--- src/rtl/mmt_pkg.sv ---
// package for the midi message transmit queue: item types, opcodes, sizes
// no dependencies; imported by mmt_queue and midi_message_tx_fifo_top
`timescale 1ns / 1ps

package mmt_pkg;

	localparam int DEPTH_DEF = 32;
	localparam int FILL_W    = 6;

	typedef enum logic [1:0] {
		OP_TICK  = 2'd0,
		OP_ONE   = 2'd1,
		OP_TWO   = 2'd2,
		OP_THREE = 2'd3
	} op_t;

	typedef struct packed {
		op_t        opcode;
		logic [7:0] status_byte;
		logic [7:0] data_first;
		logic [7:0] data_second;
	} in_item_t;

	typedef struct packed {
		logic              rejected;
		logic              tx_valid;
		logic [7:0]        tx_byte;
		logic [FILL_W-1:0] fill_level;
	} out_item_t;

endpackage

--- src/rtl/midi_message_tx_fifo_top.sv ---
// top level of the midi message transmit queue
// depends on mmt_pkg and mmt_queue
//
// channel  | handshake             | payload
// ---------+-----------------------+-------------------------------------------
// input    | start (busy always 0) | msg: opcode, status_byte, data_first,
//          |                       |      data_second
// result   | result_valid strobe   | result: rejected, tx_valid, tx_byte,
//          |                       |         fill_level
// config   | cfg_we                | cfg_wdata -> tx_enable (reset 1)
//
// one item per cycle, every cycle; busy never rises
// the path is the input register, then the result register after the
// queue update, which is one wrap add, a compare and a byte-store mux
// arst_n clears the valid flags, read pointer and count; the byte store
// is not cleared, so no clearing pass is needed
// the receiver cannot stall: each result shows for exactly one cycle
`timescale 1ns / 1ps

module midi_message_tx_fifo_top import mmt_pkg::*; #(
	parameter int DEPTH = DEPTH_DEF
) (
	input  logic      clk,
	input  logic      arst_n,
	input  logic      start,
	output logic      busy,
	input  in_item_t  msg,
	output logic      result_valid,
	output out_item_t result,
	input  logic      cfg_we,
	input  logic      cfg_wdata
);

	in_item_t  item_s1;
	logic      valid_s1;
	out_item_t result_s2;
	logic      valid_s2;
	logic      tx_enable_q;
	out_item_t step_res;

	// the queue answers every cycle, so nothing ever holds the input off
	assign busy = 1'b0;

	// transmitter enable, written only while no item is in flight (user's rule; the block does not enforce it)
	always_ff @(posedge clk or negedge arst_n) begin
		if (!arst_n) begin
			tx_enable_q <= 1'b1;
		end else if (cfg_we) begin
			tx_enable_q <= cfg_wdata;
		end
	end

	// input register
	always_ff @(posedge clk or negedge arst_n) begin
		if (!arst_n) begin
			valid_s1 <= 1'b0;
		end else begin
			valid_s1 <= start && !busy;
		end
	end

	always_ff @(posedge clk) begin
		if (start && !busy) begin
			item_s1 <= msg;
		end
	end

	// queue state advances at the same edge the result is captured
	mmt_queue #(
		.DEPTH(DEPTH)
	) u_queue (
		.clk       (clk),
		.arst_n    (arst_n),
		.item_valid(valid_s1),
		.item      (item_s1),
		.tx_enable (tx_enable_q),
		.res       (step_res)
	);

	// result register
	always_ff @(posedge clk or negedge arst_n) begin
		if (!arst_n) begin
			valid_s2 <= 1'b0;
		end else begin
			valid_s2 <= valid_s1;
		end
	end

	always_ff @(posedge clk) begin
		if (valid_s1) begin
			result_s2 <= step_res;
		end
	end

	assign result_valid = valid_s2;
	assign result       = result_s2;

endmodule

--- src/rtl/mmt_queue.sv ---
// byte ring buffer with pointer/count state and the per-item decision logic
// depends on mmt_pkg
`timescale 1ns / 1ps

module mmt_queue import mmt_pkg::*; #(
	parameter int DEPTH = DEPTH_DEF
) (
	input  logic      clk,
	input  logic      arst_n,
	input  logic      item_valid,
	input  in_item_t  item,
	input  logic      tx_enable,
	output out_item_t res
);

	localparam int AW = (DEPTH > 1) ? $clog2(DEPTH) : 1;
	localparam int CW = $clog2(DEPTH + 1);
	localparam logic [AW-1:0] LAST   = AW'(DEPTH - 1);
	localparam logic [CW-1:0] FULL   = CW'(DEPTH);
	localparam logic [CW-1:0] ROOM3  = CW'(DEPTH - 2);
	localparam logic [AW:0]   DEPTHX = (AW+1)'(DEPTH);

	logic [7:0]    store_q [DEPTH];
	logic [AW-1:0] rd_q;
	logic [CW-1:0] count_q;

	logic [AW:0]   base_sum;
	logic [AW-1:0] wr0, wr1, wr2, rd_next;
	logic          do_pop, push1, push2, push3, rejected;
	logic [CW-1:0] count_next;

	// tail slot: rd + count stays below twice the depth, one subtract wraps it
	always_comb begin
		base_sum = {1'b0, rd_q} + (AW+1)'(count_q);
		if (base_sum >= DEPTHX) begin
			base_sum = base_sum - DEPTHX;
		end
		wr0     = base_sum[AW-1:0];
		wr1     = (wr0 == LAST) ? '0 : wr0 + 1'b1;
		wr2     = (wr1 == LAST) ? '0 : wr1 + 1'b1;
		rd_next = (rd_q == LAST) ? '0 : rd_q + 1'b1;
	end

	always_comb begin
		do_pop   = 1'b0;
		push1    = 1'b0;
		push2    = 1'b0;
		push3    = 1'b0;
		rejected = 1'b0;
		case (item.opcode)
			OP_TICK: begin
				do_pop = (count_q != '0) && tx_enable;
			end
			OP_ONE: begin
				push1    = (count_q < FULL);
				rejected = !push1;
			end
			OP_TWO: begin
				push1    = (count_q < ROOM3);
				push2    = push1;
				rejected = !push1;
			end
			OP_THREE: begin
				push1    = (count_q < ROOM3);
				push2    = push1;
				push3    = push1;
				rejected = !push1;
			end
			default: begin
				rejected = 1'b0;
			end
		endcase
		count_next = count_q + CW'(push1) + CW'(push2) + CW'(push3) - CW'(do_pop);

		res.rejected   = rejected;
		res.tx_valid   = do_pop;
		res.tx_byte    = do_pop ? store_q[rd_q] : 8'h00;
		res.fill_level = FILL_W'(count_next);
	end

	always_ff @(posedge clk or negedge arst_n) begin
		if (!arst_n) begin
			rd_q    <= '0;
			count_q <= '0;
		end else if (item_valid) begin
			count_q <= count_next;
			if (do_pop) begin
				rd_q <= rd_next;
			end
		end
	end

	// storage holds no reset; only queued slots are ever read
	always_ff @(posedge clk) begin
		if (item_valid) begin
			if (push1) begin
				store_q[wr0] <= item.status_byte;
			end
			if (push2) begin
				store_q[wr1] <= item.data_first;
			end
			if (push3) begin
				store_q[wr2] <= item.data_second;
			end
		end
	end

endmodule
--- config.mk ---
export PLATFORM = sky130hd
export DESIGN_NAME = midi_message_tx_fifo_top
export DESIGN_NICKNAME = d
export VERILOG_FILES = /design/src/rtl/mmt_pkg.sv /design/src/rtl/midi_message_tx_fifo_top.sv /design/src/rtl/mmt_queue.sv
export SDC_FILE = /design/constraint.sdc
export NUM_CORES = 1
export LEC_CHECK = 0
export ABC_AREA = 1
export BUFFER_PORTS_ARGS = -buffer_cell sky130_fd_sc_hd__buf_2
export CORE_UTILIZATION = 45
export DETAILED_ROUTE_END_ITERATION = 6
export GPL_TIMING_DRIVEN = 0
export PLACE_DENSITY = 0.67
export SYNTH_ARGS = -nofsm -noshare
export SYNTH_HDL_FRONTEND = slang
export SYNTH_HIERARCHICAL = 1
export SYNTH_SLANG_ARGS = --single-unit
export TNS_END_PERCENT = 20
--- constraint.sdc ---
create_clock -name clk -period 5.2 [get_ports clk]
set_input_delay 0 -clock clk [delete_from_list [all_inputs] [get_ports clk]]
set_output_delay 0 -clock clk [all_outputs]
set_load 0.02 [all_outputs]
# Yosys cells after proc, flatten, opt, wreduce, memory -nomap -nowiden
# Memories as Yosys holds them, arrays and structs flattened. A register that Yosys moved wholly into a read port is not among the register bits.
# Cells that the tools add are included.
totals:
  regBits: 48
  latchBits: 0
  ram_bits: 256
  mem_bits_ro: 0
  inputBits: 31
  out_inout_bits: 18
  memories: 1
mem_list:
  columns: ["memory", "depth", "width", "rd", "rd_ports_with_merged_regs", "write_ports", "line_no", "source"]
  rows:
  - ["u_queue.store_q", 32, 8, 1, 1, 3, "mmt_queue.sv:23", "logic [7:0] store_q [DEPTH];"]
op_classes:
  add_sub_neg: 9
  n_mul: 0
  div_mod_pow: 0
  order_cmp: 3
  n_eq_ne: 6
  shift: 0
  n_mux: 18
  bitwise_logic: 0
  reduce_logical: 8
op_table:
  columns: ["cell", "n"]
  rows:
  - ["two-way mux 5 bit", 4]
  - ["adder 6 x 1 -> 6 bit", 3]
  - ["adder 5 x 1 -> 5 bit, second input constant", 3]
  - ["== test 5 bit, second input constant", 3]
  - ["two-way mux 1 bit", 12]
  - ["adder 5 x 6 -> 6 bit", 1]
  - [">= comparator 6 bit, second input constant", 1]
  - ["less-than comparator 6 x 5 -> 1 bit, second input constant", 1]
  - ["less-than comparator 6 bit, second input constant", 1]
  - ["nonzero test 6 bit", 1]
  - ["subtractor 6 x 1 -> 6 bit", 1]
  - ["subtractor 5 x 1 -> 5 bit, second input constant", 1]
  - ["== test 2 bit, second input constant", 2]
  - ["one-hot mux 1 bit (2 select lines)", 2]
  - ["zero test 1 bit", 3]
  - ["== test 2 x 1 -> 1 bit, second input constant", 1]
  - ["zero test 2 bit", 1]
  - ["AND reduction 2 bit", 1]
  - ["OR reduction 2 bit", 1]
  - ["logical AND 1 bit", 1]

# Depth between registers and ports, before layout
logic_depth:
  word_depth: 7
  ltp_mapped: 22
  depth_no_buf: 20

# Cells and area by module
# The synthesis kept the hierarchy.
modules_own_cells:
  columns: ["module", "instances", "cells_per_inst", "area_per_inst_um2"]
  rows:
  - ["mmt_queue", 1, 2668, 18880.6]
  - ["midi_message_tx_fifo_top", 1, 51, 1363.8]

# Worst setup path before layout
# Ideal clock, no wire load.
synth_path:
  path_type: "register to register"
  from: "register u_queue.rd_q[1]"
  to: "memory u_queue.store_q[0][0] (enable)"
  setup_time_ps: 338
  arrival_time_ps: 4061
  setup_slack_ps: 801
  stages_incl_launch_ff: 20
  n_path_buf: 3
  period_less_slack_ps: 4399
  cell_sequence: "dfrtp_1 -> inv_2 -> clkbuf_1 -> fa_1 -> inv_2 -> nand2_1 -> a21oi_1 -> or2_2 -> xor2_1 -> inv_1 -> ha_1 -> inv_1 -> nand3_2 -> buf_4 -> nor3_1 -> ha_1 -> inv_1 -> buf_1 -> nand4_2 -> nand3b_1"
synth_rtl:
  columns: ["element", "line_no", "source"]
  rows:
  - ["start, declared", "mmt_queue.sv:24", "logic [AW-1:0] rd_q;"]
  - ["start signal, assigned", "mmt_queue.sv:88", "rd_q <= rd_next;"]
  - ["end, declared", "mmt_queue.sv:23", null]

==> out/summary.txt <==
Status: finished with violations
Violated checks: capacitance limit, slew limit
Final Hold Vio Count: 0
Clock Tree Buf Depth: 3
Avg Vias per Cell: 6.233
CP most frequent cell: inv_1
Async SR Flop Fraction: 0.04487
Reg clk slew, reported paths: 0.06 ns
Core area: 44,320 µm²
DR top layer: met5
Netlist Area Pre-Place: 20,240 µm²
IO Pins: 49
Setup TNS: 0 ns
Remaining antenna violation count after routing: 0
Crit path max-delay family: simple AND/OR/NAND/NOR gates
Critical path's slowest cell: inv_2
Yosys warning total: 6
Synth Net Count: 2,779
Worst slew pin tran: 1.626 ns
Top_reg_cell synth: edfxtp_1
Vias in the first global route: 19,790
Via count: 21,630
CTS Buf Count: 37
Final WL: 95,000 µm
Die area: 45,840 µm²
Sequential area share after synthesis: 0.4594
Max-slew headroom: -0.08833
Largest cells by area after synthesis: edfxtp_1 44%, nand2_1 23%, o21ai_0 6.7%
# Max-Cap Violations: 1
Worst hold path class: input port to register
TritonRoute pass-1 iters: 7
Routed wire per std cell: 27.38 µm
Largest net degree at the start of global routing: 28
Leakage: 0.009585 µW
Worst Path Max Fanout: 18
Clock root buffer: clkbuf_16
Setup WS post-layout: 0.1251 ns
Clk_lat worst skew: 0.58 ns
Setup WS pre-CTS: -0.8789 ns
PortBufs: 47
Critical Path End Type: register
Gr usage total: 0.4065
Syn avg cell area: 7.446 µm²
Die H: 214.1 µm
Ratio of cells with drive above 1 in the final layout: 0.08377
DRC viols: 0
Worst EP arrival: 5.28 ns
Top-count cell post-synth: nand2_1
Cells after synthesis: 2,719
Power Density: 661.1 nW/µm²
Fmax: 197.0 MHz
Seq cells post-synth: 312
Crit-path max cell delay: 0.51 ns
CTS H-tree depth: 2
Met1 WL: 35,900 µm
CTS tree: done
Initial antenna violation count: 6
Final hold slack: 0.1328 ns
Post-DP HPWL: 66,510 µm
Grt total ovfl: 0
Synth unique cells: 42
Fin Clk Skew: 0.03099 ns
Met3 wire length: 15,000 µm
Yosys top cell area share: 0.4420
Crit path launch type: register
Met2 routed wirelength: 38,310 µm
Synth top cells by count: 1,256 x nand2_1, 298 x edfxtp_1, 273 x o21ai_0
CTS sink count: 312
RSZ-0062 raised after global routing: yes
Period minus WS final: 5.075 ns
FP Rows: 77
First-pass GRT wire length: 134,800 µm
Setup CP Type: register to register
Final setup viols: 0
Final Wtd Congestion: 1.049
Max VDD drop: 0.0007740 V
Initial drt markers: 4,193
Initial core utilization: 0.4568
WP buf/inv: 7
Area Overhead vs Synth: 13.31%
Largest area contributor in the netlist: edfxtp_1
CP required: 5.40 ns
Worst-path cell chain: inv_2, fa_1, inv_2, nand2_1, a21oi_1, or2_2, xor2_2, inv_1, ha_1, inv_1, nand3_2, buf_4, nor3_1, ha_1, inv_1, nor2_4, buf_6, nand3_4, nand3_1
Nets: 2,909
Final worst path period share: 0.9759
Post-synth EDFFs: 298
Die width: 214.1 µm
Final number of max-transition violations: 9
[power by group]
| group | switching [µW] | internal [µW] | leakage (µW) | total (µW) |
|---|---|---|---|---|
| logic | 7170 | 1880 | 0.00612 | 9060 |
| clock network | 1120 | 1520 | 0.000575 | 2640 |
| registers | 195 | 3270 | 0.00289 | 3470 |
| total | 8490 | 6670 | 0.00959 | 15200 |
[cell type report]
type	count	area, µm²
plain buffers	193	807.0
multi-input cells	2144	9943
diodes	1	2.502
inverters	69	259.0
fillers	4335	21380
clock buffers	44	994.7
clock inverters	23	202.7
repair buffers	92	688.2
flip-flops and latches	312	9300
well taps	592	740.7
[logic make-up after synthesis]
kind of cell | share of synthesized area
adder cells (fa/ha/maj) | 0.01904
AND/OR/NAND/NOR | 0.3687
flip-flops | 0.4594
XOR/XNOR | 0.003461
AO/OA/AOI/OAI | 0.09641
buffers and inverters | 0.05278
other | 0.0001852
[worst paths after layout]
| check | to | start | slack (ns) | depth (start not counted) |
|---|---|---|---|---|
| worst max-delay path | u_queue/store_q[28][1] | u_queue/rd_q[1] | 0.13 | 19 |
| worst min-delay path | item_s1[18] | msg[18] | 0.13 | 2 |
| worst max register to register | u_queue/store_q[28][1] | u_queue/rd_q[1] | 0.13 | 19 |
| worst min register to register | u_queue/count_q[0] | u_queue/count_q[0] | 0.57 | 2 |
| max in group asynchronous | u_queue/rd_q[2] | arst_n | 3.64 | 4 |
| min in group asynchronous | tx_enable_q | arst_n | 0.48 | 3 |
[registers in the layout, indices dropped and copies added (netlist names)]
| name | cells |
|---|---|
| u_queue/rd_q | 5 |
| result_valid | 1 |
| item_s1 | 26 |
| tx_enable_q | 1 |
| result | 16 |
| valid_s1 | 1 |
| u_queue/store_q | 256 |
| u_queue/count_q | 6 |
[metrics by stage]
step                total power (µW)  area (µm²)  instances  utilization
detailed placement             11910       21220       3358       0.4788
CTS                            14560       22760       3459       0.5136
global route                   15520       22940       3469       0.5175
global placement               11760       21220       3358       0.4788
finish                         15160       22940       3470       0.5176
floorplan                       8695       20240       2719            -
[cells in the final DEF, fill, tap and decap left out, types with 13 or more instances in the layout]
master         instances
nand2_1             1256
edfxtp_1             298
o21ai_0              273
nor2_1               198
clkbuf_1             161
nand4_1              136
buf_2                 68
inv_1                 62
o22ai_1               45
nand3_1               42
clkbuf_16             39
dlygate4sd3_1         33
ha_1                  26
nand3_2               19
nand2_2               18
buf_4                 17
nor2_2                17
nand4_2               16
o221ai_1              15
nand3b_1              15
dfrtp_1               13
[per-layer routing]
| metal | vias up | global-route usage |
|---|---|---|
| li1 | 9416 | - |
| met1 | 9965 | 0.5475 |
| met2 | 1881 | 0.5723 |
| met3 | 363 | 0.1336 |
| met4 | 2 | 0.2279 |
| met5 | - | 0 |
[what timing repair did]
item	4_1_cts	5_1_grt
hold buffers	33	0
endpoints found under the setup margin	394	288
gates resized for setup	1	14
pin swaps	1	10
setup buffers	2	9
hold endpoints to repair	42	0
Note: power is estimated with default switching activity, not from simulation.
